### src/rtl/core/pdpt_ram.sv
// generic single-port-write, single-port-read ram with registered read data
module pdpt_ram #(
    parameter int WIDTH = 8,
    parameter int DEPTH = 64
) (
    input  logic                                   aclk,
    input  logic                                   wr_en,
    input  logic [((DEPTH > 1) ? $clog2(DEPTH) : 1)-1:0] wr_addr,
    input  logic [WIDTH-1:0]                       wr_data,
    input  logic                                   rd_en,
    input  logic [((DEPTH > 1) ? $clog2(DEPTH) : 1)-1:0] rd_addr,
    output logic [WIDTH-1:0]                       rd_data
);

    logic [WIDTH-1:0] mem [DEPTH];
    logic [WIDTH-1:0] rd_data_reg;

    always_ff @(posedge aclk) begin
        if (wr_en) begin
            mem[wr_addr] <= wr_data;
        end
        if (rd_en) begin
            rd_data_reg <= mem[rd_addr];
        end
    end

    assign rd_data = rd_data_reg;

endmodule

### config.mk
export PLATFORM = sky130hd
export DESIGN_NAME = pdpt_ram
export DESIGN_NICKNAME = d
export VERILOG_FILES = /design/src/rtl/core/pdpt_ram.sv
export SDC_FILE = /design/constraint.sdc
export NUM_CORES = 1
export LEC_CHECK = 0
export ABC_AREA = 0
export BUFFER_PORTS_ARGS = -buffer_cell sky130_fd_sc_hd__buf_2
export CAP_MARGIN = 25
export CORE_ASPECT_RATIO = 1.25
export CORE_MARGIN = 2
export CORE_UTILIZATION = 50
export DETAILED_ROUTE_END_ITERATION = 8
export PLACE_DENSITY = 0.68
export SETUP_SLACK_MARGIN = 0.2
export SLEW_MARGIN = 30
export SYNTH_ARGS = -nofsm -noshare
export SYNTH_HDL_FRONTEND = slang
export SYNTH_SLANG_ARGS = --single-unit
export TNS_END_PERCENT = 20
### constraint.sdc
create_clock -name aclk -period 2.1 [get_ports aclk]
set_clock_uncertainty 0.15 [all_clocks]
set_input_delay 0 -clock aclk [delete_from_list [all_inputs] [get_ports aclk]]
set_output_delay 0 -clock aclk [all_outputs]
set_load 0.01 [all_outputs]
Yosys cells after proc, flatten, opt, wreduce, memory -nomap -nowiden:

Memory sizes are Yosys's and may differ from the RTL's. A register that Yosys moved wholly into a read port is not among the register bits.
Index checks and enable logic that the tools add are counted.

* bits in registers: 0
* RAM bits: 512
* logic and storage cells: 3
* memories: 1

* mux-type cells: 2

Memory list
* mem: words 64, width 8, read ports 1, clocked after memory_dff 1, wr ports 1, line 15 `logic [WIDTH-1:0] mem [DEPTH];`

Operator list (number)
* $mux 1: 2

Depth between registers and ports, before layout:

* word-level depth: 2
* gate-level depth with buffers: 9
* gate-level depth less buffers: 5

Worst setup path before layout:

No wires, ideal clock.

* path kind: register -> register
* from: memory mem[29][4]
* to: register rd_data_reg[4] (netlist: rd_data[4]) (read register of mem) (data pin)
* data arrival time: 1560 ps
* data required time: 1680 ps
* slack: 120 ps
* cell stages (with the launch flop): 6
* clock period less this slack: 1980 ps
* cells stage by stage: edfxtp_1 mux4_2 mux2_2 o221a_2 nor3_1 o32ai_1

RTL lines
* from (decl): line 15
* to (decl): line 16 `logic [WIDTH-1:0] rd_data_reg;`

==> metrics.yaml <==
status:
  status: "finished, violations left"
  failed_checks: "hold timing, setup timing"
power_and_ir_drop:
  power_density_mw_per_mm2: 873
  p_leak_nw: 7.71
  peakVddDrop_v: 0.000598
logic_synthesis:
  synth_edf_count: 520
  synth_top_cell_by_area: "edfxtp_1"
  syn-cell-area_sq_mm: 0.0202
  synth_warnings: 0
  syn_avg_cell_area_sq_um: 21.5
  syn-num-nets: 963
  yosysMostFrequentCell: "edfxtp_1"
  synth.area.top_cells: "edfxtp_1 77%, mux4_2 14%, nor2_1 1.5%"
  synth_top_area_frac: 0.771
  yosysSeqAreaShare: 0.771
  async_flop_share: 0
  ys.flop_type: "edfxtp_1"
  synth.distinct_cells: 39
  postSynthCellCount: 940
  synth.ff_latch_count: 520
  synth_top_cells_by_count: "520 x edfxtp_1, 126 x mux4_2, 83 x nor2_1"
clock_network:
  cts_tree: "built"
  clkLatencyLatePin_ns: 0.57
  htree_levels: 2
  post_cts.repair.setup_buffers: 0
  clockBufferDepth: 3
  postCtsHoldBufs: 16
  root_buffer: "clkbuf_16"
  clk_pin_slew_ns: 0.06
  numCtsBuffers: 48
  clock_sinks: 520
sta:
  finalMaxSlewViolations: 0
  fin_hold_ws_ns: -0.140
  max_slew_margin: 0.536
  min_period_ns: 2.18
  tightest_slew_ns: 0.696
  grt_setup_unrepaired: "yes"
  setup_tns_ns: -0.0753
  max_freq_mhz: 460
  fin_ws_ns: -0.0753
  hold_viol_final: 7
  min_period_over_period: 1.04
  setup_viol: 1
worst_hold_path:
  hp-class: "input pin to register"
  hold_depth: 3
worst_setup_path:
  r2r_cells: 5
  endpoint_kind: "register"
  path_cells: "mux4_2 > mux2_4 > o221a_4 > nor3_4 > o32ai_1"
  worstPathMaxFanout: 1
  critical_path_class: "register to register"
  slowest_delay_ns: 0.49
  worstPathArrival_ns: 2.33
  path_depth: 5
  critPathBufInv: 0
  cp.required_ns: 2.25
  crit_family: "multiplexers"
  critPathLaunchType: "register"
  cp_slowest_cell: "mux4_2"
route:
  viasPerCell: 6.02
  drtIter0Drc: 1161
  vias: 10100
  post_drt_wl_per_cell_um: 26.6
  ant_nets: 0
  wl_um: 44600
  dr.pass1.iters: 5
  drt_drc_violations_left: 0
layout:
  fin_nets: 1162
  diodes: 0
  largest_reg_flops: 512
  area_growth_pct: 17.0
  final_area_sq_mm: 0.0237
  drive_above_1_share: 0.341
floorplan:
  die_w_um: 184
  rows: 82
  start_util: 0.506
  die_h_um: 229
  die_area_sq_mm: 0.0421
  io_pins: 31
  coreArea_sq_mm: 0.0400
grt:
  overflow: 0
  grt_pass1_wl_um: 66600
  first_global_vias: 10400
  track_usage: 0.219
  grt_max_degree: 65
  antenna_found_initial: 0
placement:
  portBuffers: 30
  dp_hpwl_um: 29500
  placed_area_sq_mm: 0.0221
  place.gp.congestion: 0.871
run:
  drv_cap: 0
-- cell type report --
| class | count | area, sq um |
|---|---|---|
| Sequential cell | 520 | 15600 |
| Clock inverter | 20 | 124 |
| Tap cell | 504 | 631 |
| Timing Repair Buffer | 200 | 1620 |
| Clock buffer | 62 | 1270 |
| Multi-Input combinational cell | 369 | 4440 |
| Fill cell | 2857 | 16300 |
-- routing by layer --
| metal | part of all wire | up-vias | GRT usage |
|---|---|---|---|
| met5 | 0 | - | 0 |
| met4 | 0.029 | 0 | 0.0750 |
| met3 | 0.067 | 73 | 0.0363 |
| met2 | 0.51 | 377 | 0.369 |
| met1 | 0.39 | 5300 | 0.292 |
| li1 | - | 4329 | - |
-- worst register-to-register path, stage by stage (launching register included) --
cell and delay [ns]:
edfxtp_1 0.39, mux4_2 0.49, mux2_4 0.28, o221a_4 0.28, nor3_4 0.23, o32ai_1 0.11
-- layout by cell type (no fill, tap or decap), types with 4 or more instances in the layout --
cell type and instances:
mux4_2 126, clkbuf_1 13, buf_4 145, clkbuf_16 49, clkinv_2 7, nand2_1 19
buf_2 27, o221ai_1 8, nor3_1 5, nor2b_1 14, dlygate4sd3_1 16, clkinv_1 9
o22ai_1 7, a211oi_1 4, nand3_1 13, buf_12 11, edfxtp_1 520, nor2_1 80
mux2_2 10, nand2b_1 7, mux2i_1 23
-- path summary, 6_finish.rpt --
path	endpoint	slack [ns]	from
max	rd_data[6]$_DFFE_PP_	-0.08	mem[25][6]$_DFFE_PP_
min	rd_data[0]$_DFFE_PP_	-0.14	rd_addr[5]
max reg2reg	rd_data[6]$_DFFE_PP_	-0.08	mem[25][6]$_DFFE_PP_
min reg2reg	rd_data[6]$_DFFE_PP_	0.84	mem[26][6]$_DFFE_PP_
-- cell families (layout without fill, tap and decap cells) --
kind of cell / after synthesis / after routing / synth area share
AO/OA/AOI/OAI: 54 / 54 / 0.0206
flip-flops: 520 / 520 / 0.771
AND/OR/NAND/NOR: 153 / 153 / 0.0337
multiplexers: 162 / 162 / 0.159
buffers and inverters: 51 / 282 / 0.0156
-- stage by stage --
| step | total power, mW | worst slack, ns | util | instances |
|---|---|---|---|---|
| floorplan | 12.4 | 0.162 | - | 940 |
| CTS | 20.9 | -0.0748 | 0.592 | 1675 |
| finish | 20.7 | -0.0753 | 0.592 | 1675 |
| global placement | 12.9 | -0.352 | 0.551 | 1577 |
| detailed placement | 12.9 | -0.330 | 0.551 | 1577 |
| global route | 21.3 | -0.149 | 0.592 | 1675 |
-- power breakdown --
part	switching, mW	leakage [nW]	internal [mW]
clock network	3.54	0.684	4.38
registers	0.0321	4.69	11.5
logic	0.693	2.34	0.536
-- what timing repair did --
item | 4_1_cts | 5_1_grt
setup endpoints to repair | 8 | 13
pin swaps | 7 | 3
endpoints found under the hold margin | 356 | 7
resized for setup | 16 | 4
gates cloned | 0 | 0
Note: power is estimated with default switching activity, not from simulation.
