--- config.mk ---
export PLATFORM = sky130hd
export DESIGN_NAME = pdpt_lookup
export DESIGN_NICKNAME = d
export VERILOG_FILES = /design/src/rtl/core/pdpt_pkg.sv /design/src/rtl/core/pdpt_lookup.sv
export SDC_FILE = /design/constraint.sdc
export NUM_CORES = 1
export LEC_CHECK = 0
export BUFFER_PORTS_ARGS = -buffer_cell sky130_fd_sc_hd__buf_2
export CORE_AREA = 2 2 100 102
export DETAILED_ROUTE_END_ITERATION = 16
export DIE_AREA = 0 0 102 104
export PLACE_DENSITY = 0.74
export SLEW_MARGIN = 20
export SYNTH_ARGS = -nofsm -noshare
export SYNTH_HDL_FRONTEND = slang
export SYNTH_SLANG_ARGS = --single-unit
--- constraint.sdc ---
create_clock -name vclk -period 17.2
set_clock_uncertainty 0.05 [all_clocks]
set_input_delay 1.72 -clock vclk [all_inputs]
set_output_delay 1.72 -clock vclk [all_outputs]
set_load 0.01 [all_outputs]
--- src/rtl/core/pdpt_pkg.sv ---
// shared types, constants and hash functions of the path distance predictor table
package pdpt_pkg;

    localparam int SET_IDX_BITS = 6;
    localparam int WAYS         = 4;
    localparam int TAG_WIDTH    = 10;
    localparam int CONF_BITS    = 4;

    localparam int PC_BITS    = 64;
    localparam int HASH_BITS  = 16;
    localparam int DIST_BITS  = 8;
    localparam int STAMP_BITS = 32;
    localparam int CFG_BITS   = 4;
    localparam int KIND_BITS  = 2;

    localparam int NUM_SETS   = 1 << SET_IDX_BITS;
    localparam int WAY_BITS   = (WAYS > 1) ? $clog2(WAYS) : 1;
    localparam int CONF_MAX   = (1 << CONF_BITS) - 1;

    localparam int SET_CHUNKS = (PC_BITS + SET_IDX_BITS - 1) / SET_IDX_BITS;
    localparam int SET_PAD    = SET_CHUNKS * SET_IDX_BITS;
    localparam int TAG_CHUNKS = (PC_BITS + TAG_WIDTH - 1) / TAG_WIDTH;
    localparam int TAG_PAD    = TAG_CHUNKS * TAG_WIDTH;

    typedef enum logic [KIND_BITS-1:0] {
        KIND_PREDICT  = 2'd0,
        KIND_TRAIN    = 2'd1,
        KIND_FEEDBACK = 2'd2,
        KIND_CLEAR    = 2'd3
    } kind_t;

    typedef struct packed {
        logic [TAG_WIDTH-1:0]  tag;
        logic [DIST_BITS-1:0]  distance;
        logic [CONF_BITS-1:0]  conf;
        logic [STAMP_BITS-1:0] stamp;
    } entry_t;

    typedef entry_t [WAYS-1:0] row_t;

    localparam int ROW_BITS = $bits(row_t);

    typedef struct packed {
        logic                hit;
        logic [WAY_BITS-1:0] hit_way;
        logic [WAY_BITS-1:0] victim_way;
    } lookup_t;

    function automatic logic [SET_IDX_BITS-1:0] fold_set(
        input logic [PC_BITS-1:0]   pc,
        input logic [HASH_BITS-1:0] hash
    );
        logic [SET_PAD-1:0]      v;
        logic [SET_IDX_BITS-1:0] f;
        v = SET_PAD'(pc ^ (pc >> 2) ^ (pc >> 5) ^ PC_BITS'(hash));
        f = '0;
        for (int i = 0; i < SET_CHUNKS; i++) begin
            f = f ^ v[i*SET_IDX_BITS +: SET_IDX_BITS];
        end
        return f;
    endfunction

    function automatic logic [TAG_WIDTH-1:0] fold_tag(
        input logic [PC_BITS-1:0]   pc,
        input logic [HASH_BITS-1:0] hash
    );
        logic [TAG_PAD-1:0]   v;
        logic [TAG_WIDTH-1:0] f;
        v = TAG_PAD'(pc ^ (pc >> 3) ^ (pc >> 7) ^ PC_BITS'(hash));
        f = '0;
        for (int i = 0; i < TAG_CHUNKS; i++) begin
            f = f ^ v[i*TAG_WIDTH +: TAG_WIDTH];
        end
        return f;
    endfunction

    // counter load value, saturated to the counter width
    function automatic logic [CONF_BITS-1:0] conf_load(input logic [CFG_BITS-1:0] v);
        logic [CFG_BITS+CONF_BITS-1:0] w;
        w = (CFG_BITS + CONF_BITS)'(v);
        if (w > (CFG_BITS + CONF_BITS)'(CONF_MAX)) begin
            return CONF_BITS'(CONF_MAX);
        end
        return CONF_BITS'(w);
    endfunction

endpackage

--- src/rtl/core/pdpt_lookup.sv ---
// tag match and stamp-based victim choice over one set
module pdpt_lookup
    import pdpt_pkg::*;
(
    input  row_t                 row,
    input  logic [TAG_WIDTH-1:0] tag,
    output lookup_t              result
);

    logic [STAMP_BITS-1:0] best_stamp;

    always_comb begin
        result     = '0;
        best_stamp = row[0].stamp;
        // lowest matching way wins
        for (int w = WAYS - 1; w >= 0; w--) begin
            if (row[w].tag == tag) begin
                result.hit     = 1'b1;
                result.hit_way = WAY_BITS'(w);
            end
        end
        // smallest stamp, ties stay with the lower way
        for (int w = 1; w < WAYS; w++) begin
            if (row[w].stamp < best_stamp) begin
                best_stamp        = row[w].stamp;
                result.victim_way = WAY_BITS'(w);
            end
        end
    end

endmodule

After elaboration in Yosys (flattened, before gate mapping)
Index checks and enable logic that the tools add are counted.

word-level totals
  register bits = 0

operators by class
  magnitude comparators = 3
  equal/unequal tests = 4
  multiplexer cells = 9

operators with widths
  cell                         number
  less-than comparator 32 bit  3
  2-to-1 mux 32 bit            2
  == test 10 bit               4
  2-to-1 mux 3 bit             4
  2-to-1 mux 2 bit             2
  2-to-1 mux 1 bit             1

Depth between registers and ports, before layout
Gate-level depths: netlist of the first run.

  word-level depth = 6
  depth in mapped cells = 29

Worst setup path before layout of the first run
OpenSTA, ideal clock, no wires.

  kind = in2out
  start point = input row[23] (netlist bit)
  end point = output result[0] (netlist bit)
  data arrival time = 7.393 ns
  slack = 8.037 ns
  stages on the path = 27
  buffers on the path = 3
  cells stage by stage = inv_1 ha_1 a21oi_2 o21ai_1 a22oi_1 or4b_1 buf_2 nor2_4 buf_2 a21oi_1 ha_1 nand4_1 nor4_2 nand3_1 nor4_2 a21oi_4 buf_12 mux2_4 ha_1 a21oi_1 nor2_1 a2111oi_0 nor2_1 o31a_1 nor3_1 o211a_1 a311o_1

RTL lines
  item         RTL line          RTL
  from (decl)  pdpt_lookup.sv:5  input row_t row,
  to (decl)    pdpt_lookup.sv:7  output lookup_t result

==> results of run 1 <==
## synthesized netlist by cell type (5+ instances only)
| cell | n | area share |
|---|---|---|
| mux2_4 | 29 | 0.12 |
| inv_1 | 63 | 0.064 |
| nand4_1 | 21 | 0.035 |
| o21ai_0 | 13 | 0.018 |
| nand2_1 | 20 | 0.020 |
| xnor2_1 | 26 | 0.061 |
| a211o_1 | 5 | 0.012 |
| a21oi_1 | 29 | 0.039 |
| nand3_1 | 6 | 0.0081 |
| ha_1 | 93 | 0.31 |
| xor2_1 | 14 | 0.033 |
| a21o_1 | 9 | 0.018 |
| nor3_1 | 5 | 0.0067 |
| nor2_1 | 18 | 0.018 |
| nor4_1 | 8 | 0.013 |
| mux2i_1 | 27 | 0.073 |
## metrics by stage
step / setup slack, ns / total power [mW] / hold slack [ns]
after floorplan: 8.04 / 0.127 / 3.66
after CTS: 6.10 / 0.177 / 3.90
after global placement: 6.23 / 0.169 / 3.87
after global routing: 5.74 / 0.197 / 3.92
final: 6.22 / 0.176 / 3.90
after detailed placement: 6.15 / 0.176 / 3.90
## kinds of logic (layout without fill, tap and decap cells)
logic type      Yosys count  after routing  synth area share
xor+xnor                 40             40            0.0943
buf+inv                  72            248            0.0886
mux                      58             58             0.196
fa+ha+maj                93             93             0.313
compound gates           85             85             0.158
simple gates             98             98             0.149
## routing by layer
metal | up-vias | track usage | share of wire
met1 | 1776 | 0.215 | 0.38
met2 | 156 | 0.419 | 0.53
met3 | 12 | 0.0296 | 0.069
li1 | 1983 | - | -
met5 | - | 0 | 0
met4 | 0 | 0.0381 | 0.019
## power groups by stage
stage | Combinational, mW | Clock (mW) | Sequential, mW
2_1_floorplan | 0.127 | 0 | 0
3_3_place_gp | 0.169 | 0 | 0
3_5_place_dp | 0.176 | 0 | 0
4_1_cts | 0.177 | 0 | 0
5_1_grt | 0.197 | 0 | 0
6_report | 0.176 | 0 | 0
## final cells by class
type | count | area (um2) | area share
well taps | 133 | 166 | 0.0353
repair buffers | 185 | 931 | 0.197
inverters | 63 | 236 | 0.0501
multi-input cells | 374 | 3380 | 0.717
## final timing paths
check   endpoint  slack [ns]  depth (start not counted)
min    result[0]        3.90                          4
max    result[0]        6.22                         29
==> metrics, run 1 <==
Mapped Avg Cell Area=about 8.3 um2; Power Internal=roughly 0.089 mW; Req. time, crit path=approximately 15 ns; synthesized area=~0.0037 mm2; Worst Max-Slew Pin Slew=approximately 0.64 ns; status=completed; HP Class=input pin to output port; setup violators final=0; initial antenna violation count=0; core area=approximately 0.0095 mm2; PostCTS Resize Cnt=0; Placed Area=between 0.004 and 0.005 mm2; clock buffers=0; final period utilization=0.639; post-route ant nets=0; Max Cap Viol=0; clock power share=0; Worst slew margin=0.569; CP startpoint=row[19]; most frequent cells in the layout=buf_2 (183), ha_1 (93), inv_1 (63); Finished Layout Cells=755; first-pass GRT wire length=18.1 mm; HPWL Detailed=approximately 10 mm; Die Ht=around 100 um; buffers added on ports=between 150 and 200; DRT iter0 DRCs=52; post-route cell area=0.00472 mm2; Post-Syn Instances=about 450; Core Util, Final=0.494; # Post-CTS Setup Buffers=0; CP max stage delay=0.60 ns; largest net degree at the start of global routing=27; num sequential=0; Slowest cell on crit path=or4b_1; Final Wtd Congestion=between 0.9 and 1; Buf/Inv on CP=5; Fin Setup TNS=0 ns; maximum vdd drop=0.0176 mV; register area share after synthesis=0; Setup crit end kind=output port; combinational group share of total power=1.000; FP Rows=36; RSZ-0062 raised after global routing=false; DRC=0; Max Slew Vio Count=0; cell family with the largest share of critical-path delay=compound AO/OA/AOI/OAI gates; initial core utilization=0.389; DR WL/cell=~15 um; drt pass-1 iters=4; storage element area=0 um2; n_diodes=0; # fillers=952; NumNets Final=about 940; critical path class=input pin to output port; Die W=about 100 um; hold buffer count at CTS=0; final wirelength=approximately 11 mm; Final Hold Fails=0; Pleak=2.71 nW; Flop pwr share=0; gr usage total=0.206; layout cells sized above 1=0.368; syn_nets=765; Cells after DPL=about 760; worst endpoint data arrival time=9.21 ns; fmax=91.1 MHz; Hold Startpoint=row[108]; Vias per Instance=between 5 and 6; I/O pin total=around 230; Die ar.=around 0.011 mm2; Worst Path Max Fanout=26; Tmin final=around 11 ns; sw power=roughly 0.087 mW; Unique masters post-synth=56; switch share=0.493; Synth Warn #=0; vias in the first global route=a little over 4k; commonest non-fill, non-tap cell in the layout=buf_2; Setup crit start kind=input pin; Pwr Density=approximately 37 mW/mm2; Remaining Overflow, GRT=0; Area Growth Syn to Fin=27.1%; DR vias=between 3k and 4k
No activity file was read; power rests on OpenSTA's default activity.
==> run 2, diff against run 1 <==
--- a/config.mk
+++ b/config.mk
@@ -5,11 +5,12 @@
 export SDC_FILE = /design/constraint.sdc
 export NUM_CORES = 1
 export LEC_CHECK = 0
+export ABC_AREA = 1
 export BUFFER_PORTS_ARGS = -buffer_cell sky130_fd_sc_hd__buf_2
-export CORE_AREA = 2 2 100 102
+export CORE_AREA = 2 2 95 97
 export DETAILED_ROUTE_END_ITERATION = 16
-export DIE_AREA = 0 0 102 104
-export PLACE_DENSITY = 0.74
+export DIE_AREA = 0 0 97 99
+export PLACE_DENSITY = 0.76
 export SLEW_MARGIN = 20
 export SYNTH_ARGS = -nofsm -noshare
 export SYNTH_HDL_FRONTEND = slang
==> constraint.sdc (replaced) <==
create_clock -name vclk -period 10.5
set_clock_uncertainty 0.05 [all_clocks]
set_input_delay 1.05 -clock vclk [all_inputs]
set_output_delay 1.05 -clock vclk [all_outputs]
set_load 0.01 [all_outputs]
==> metrics, run 2 <==
Synth top area share=0.348 (was 0.313); PostCTS Resize Cnt=0 (unchanged); Unique masters post-synth=29 (was 56); Req. time, crit path=9.40 ns (was 15.43 ns); Pwr Density=60.7 mW/mm2 (was 37.2 mW/mm2); HPWL Detailed=8.99 mm (was 10.5 mm); Setup crit start kind=input pin (unchanged); initial core utilization=0.391 (was 0.389); buffers added on ports=183 (unchanged); Pleak=2.51 nW (was 2.71 nW); final period utilization=0.733; most frequent cells in the layout=buf_2 (183), nand2_1 (150), ha_1 (93) (was buf_2 (183), ha_1 (93), inv_1 (63)); synthesized area=0.00335 mm2 (was 0.00371 mm2); register area share after synthesis=0 (unchanged); Die Ht=99 um (was 104 um); Setup crit end kind=output port (unchanged); DRC=0 (unchanged); initial antenna violation count=0 (unchanged); core area=0.00855 mm2 (was 0.00955 mm2); Mapped Avg Cell Area=6.07 um2 (was 8.33 um2); num sequential=0 (unchanged); DR vias=4,195 (was 3,927); final wirelength=9.94 mm (was 11.3 mm); Synth area leaders=ha_1 (35%), nand2_1 (17%), o21ai_0 (10%) (was ha_1 (31%), mux2_4 (12%), mux2i_1 (7.3%)); storage element area=0 um2 (unchanged); post-route ant nets=0 (unchanged); syn_nets=870 (was 765); post-route cell area=0.00434 mm2 (was 0.00472 mm2); Synth Warn #=0 (unchanged); CP max stage delay=0.39 ns (was 0.60 ns); Vias per Instance=5.07 (was 5.20); Worst slew margin=0.629 (was 0.569); Slowest cell on crit path=o21ai_0 (was or4b_1); Max Cap Viol=0 (unchanged); Remaining Overflow, GRT=0 (unchanged); Core Util, Final=0.508 (was 0.494); commonest non-fill, non-tap cell in the layout=buf_2 (unchanged); Final Wtd Congestion=0.880 (was 0.961); status=completed (unchanged); layout cells sized above 1=0.278 (was 0.368); fmax=around 130 MHz; Placed Area=0.00434 mm2 (was 0.00472 mm2); largest net degree at the start of global routing=64 (was 27); total power=0.263 mW (was 0.176 mW); NumNets Final=1,040 (was 943); Fin Setup TNS=0 ns (unchanged); clock buffers=0 (unchanged); Post-Syn Instances=551 (was 446); cell family with the largest share of critical-path delay=compound AO/OA/AOI/OAI gates (unchanged); Worst Path Max Fanout=63 (was 26); Most Frequent Cell on Critical Path=nand2_1; Buf/Inv on CP=4 (was 5); most instantiated cells after synthesis=nand2_1 (151), ha_1 (93), o21ai_0 (70) (was ha_1 (93), inv_1 (63), a21oi_1 (29), mux2_4 (29), mux2i_1 (27)); maximum vdd drop=0.0285 mV (was 0.0176 mV); multi-input logic area=0.00307 mm2 (was 0.00338 mm2); Die ar.=0.00960 mm2 (was 0.0106 mm2); first-pass GRT wire length=16.6 mm (was 18.1 mm); gr usage total=0.199 (was 0.206); critical path class=input pin to output port (unchanged); Tmin final=approximately 7.7 ns; vias in the first global route=4,058 (was 4,105); # fillers=858 (was 952); Die W=97 um (was 102 um); DR WL/cell=12.0 um (was 15.0 um); hold buffer count at CTS=0 (unchanged); HP Class=input pin to output port (unchanged); Worst Max-Slew Pin Slew=0.556 ns (was 0.641 ns); drt pass-1 iters=4 (unchanged); setup violators final=0 (unchanged); Max Slew Vio Count=0 (unchanged); worst endpoint data arrival time=6.59 ns (was 9.21 ns); Final Hold Fails=0 (unchanged); Area Growth Syn to Fin=29.8% (was 27.1%); count leader, synth=nand2_1 (was ha_1); post-synth top area cell=ha_1 (unchanged); # Post-CTS Setup Buffers=0 (unchanged); FP Rows=34 (was 36); DRT iter0 DRCs=98 (was 52); I/O pin total=231 (unchanged); RSZ-0062 raised after global routing=false (unchanged); n_diodes=0 (unchanged)
run 2: final cells by class:
class | instances | area share
inverters | 58 | 0.0501
multi-input cells | 477 | 0.706
well taps | 108 | 0.0311
repair buffers | 184 | 0.213
run 2: final timing paths:
| kind | start | end | slack (ns) | cells after the start |
|---|---|---|---|---|
| max | row[31] | result[0] | 2.81 | 32 |
| min | row[49] | result[2] | 2.55 | 6 |
run 2: power breakdown:
part	switching (mW)	internal (mW)	total, mW	leakage [nW]
Combinational	0.152	0.112	0.263	2.51
Sequential	0	0	0	0
Clock	0	0	0	0
Total	0.152	0.112	0.263	2.51
run 2: per-stage QoR:
stage	hold slack [ns]	worst slack, ns	cells
after floorplan	2.37	4.38	551
after global placement	2.55	2.87	827
after detailed placement	2.56	2.81	827
after CTS	2.56	2.77	827
after global routing	2.62	2.14	827
final	2.55	2.81	827
run 2: cell families (layout without fill, tap and decap cells):
kind of cell	after synthesis	in the layout	share of synthesized area
compound gates	130	130	0.212
xor+xnor	26	26	0.0681
fa+ha+maj	93	93	0.348
buf+inv	74	242	0.0845
simple gates	228	228	0.288
run 2: per-layer routing:
| metal | GRT usage | up-vias | wire (um) |
|---|---|---|---|
| met5 | 0 | - | 0 |
| met4 | 0.0368 | 0 | 182 |
| met3 | 0.0248 | 12 | 666 |
| met2 | 0.389 | 150 | 4860 |
| met1 | 0.232 | 1818 | 4230 |
| li1 | - | 2215 | - |
==> run 3, diff against run 2 <==
==> constraint.sdc (replaced) <==
create_clock -name vclk -period 8
set_clock_uncertainty 0.05 [all_clocks]
set_input_delay 0.8 -clock vclk [all_inputs]
set_output_delay 0.8 -clock vclk [all_outputs]
set_load 0.01 [all_outputs]
==> metrics, run 3 (synthesis results as in run 2) <==
status=completed (unchanged); n_diodes=0 (unchanged); Cells after DPL=827 (unchanged); NumNets Final=1,040 (unchanged); Max Cap Viol=0 (unchanged); post-route ant nets=0 (unchanged); critical path class=input pin to output port (unchanged); PostCTS Resize Cnt=0 (unchanged); Max Slew Vio Count=0 (unchanged); fmax=~140 MHz; hold buffer count at CTS=0 (unchanged); Pwr Density=79.3 mW/mm2 (was 60.7 mW/mm2); Hold Path Depth=6 (unchanged); HPWL Detailed=9.06 mm (was 8.99 mm); CP max stage delay=0.45 ns (was 0.39 ns); Vias per Instance=5.02 (was 5.07); Req. time, crit path=7.15 ns (was 9.40 ns); Hold Path Sink=result[2] (unchanged); RSZ-0062 raised after global routing=false (unchanged); Pleak=2.51 nW (unchanged); final wirelength=9.95 mm (was 9.94 mm); Most Frequent Cell on Critical Path=nand2_1 (unchanged); Worst Max-Slew Pin Slew=0.555 ns (was 0.556 ns); vias in the first global route=3,998 (was 4,058); setup violators final=0 (unchanged); Buf/Inv on CP=3 (was 4); storage element area=0 um2 (unchanged); largest net degree at the start of global routing=64 (unchanged); initial antenna violation count=0 (unchanged); maximum vdd drop=0.0369 mV (was 0.0285 mV); HP Class=input pin to output port (unchanged); DR WL/cell=12.0 um (about the same); buffers added on ports=183 (unchanged); setup ws final=1.07 ns (was 2.81 ns); num sequential=0 (unchanged); Die Ht=99 um (unchanged); worst endpoint data arrival time=6.08 ns (was 6.59 ns); Setup crit start kind=input pin (unchanged); DR vias=4,150 (was 4,195); Worst Path Max Fanout=63 (unchanged); Finished Layout Cells=827 (unchanged); I/O pin total=231 (unchanged); # Post-CTS Setup Buffers=0 (unchanged); clock buffers=0 (unchanged); DRT iter0 DRCs=101 (was 98); most frequent cells in the layout=buf_2 (183), nand2_1 (150), ha_1 (93) (unchanged); DRC=0 (unchanged); FP Rows=34 (unchanged); cell family with the largest share of critical-path delay=compound AO/OA/AOI/OAI gates (unchanged); Worst slew margin=0.630 (was 0.629); Remaining Overflow, GRT=0 (unchanged); first-pass GRT wire length=16.7 mm (was 16.6 mm); Fin Setup TNS=0 ns (unchanged); core area=0.00855 mm2 (unchanged); drt pass-1 iters=4 (unchanged); Setup crit end kind=output port (unchanged); final period utilization=0.867; gr usage total=0.202 (was 0.199); Area Growth Syn to Fin=29.8% (unchanged); Final Hold Fails=0 (unchanged); initial core utilization=0.391 (unchanged); Die W=97 um (unchanged); Final Wtd Congestion=0.885 (was 0.880); layout cells sized above 1=0.278 (unchanged); Hold Startpoint=row[49] (unchanged); Slowest cell on crit path=o21ai_0 (unchanged); commonest non-fill, non-tap cell in the layout=buf_2 (unchanged); Tmin final=between 6 and 7 ns; pre-CTS WS=1.12 ns (was 2.81 ns); Die ar.=0.00960 mm2 (unchanged)
==> run 3: cell counts in the layout (fill, tap and decap cells not counted) <==
No cell type changed its count.
==> run 3: tightest hold or removal path, stage by stage <==
cell,delay (ns)
buf_2,0.09
xnor2_1,0.05
nand3_1,0.06
nor4_1,0.07
nor2_1,0.09
buf_2,0.13
==> run 3: per-layer routing <==
layer | share of wire | up-vias | global-route usage
li1 | - | 2217 | -
met2 | 0.50 | 144 | 0.409
met4 | 0.0080 | 0 | 0.0173
met1 | 0.42 | 1781 | 0.230
met3 | 0.074 | 8 | 0.0262
met5 | 0 | - | 0
==> run 3: cell type report <==
| type | count | area (um2) |
|---|---|---|
| Fill cell | 886 | 4210 |
| Multi-Input combinational cell | 477 | 3070 |
| Timing Repair Buffer | 184 | 923 |
| Inverter | 58 | 218 |
| Tap cell | 108 | 135 |
==> run 3: worst max path at each step <==
stage / startpoint / end / slack (ns) / cells past startpoint
2_1_floorplan: row[15] / result[0] / 2.38 / 37
3_3_place_gp: row[5] / result[0] / 1.15 / 34
3_5_place_dp: row[29] / result[0] / 1.12 / 31
4_1_cts: row[31] / result[0] / 1.09 / 31
5_1_grt: row[29] / result[0] / 0.50 / 31
6_report: row[31] / result[0] / 1.07 / 30
==> run 3: power by group <==
part           switching [mW]  internal [mW]
clock                       0              0
combinational           0.198          0.147
sequential                  0              0
==> run 3: stage by stage <==
step	power, mW	instance area [um2]	hold WS [ns]	util
global route	0.404	4340	2.13	0.508
detailed placement	0.345	4340	2.05	0.508
finish	0.344	4340	2.05	0.508
CTS	0.347	4340	2.06	0.508
floorplan	0.234	3350	1.87	-
global placement	0.329	4340	2.06	0.508
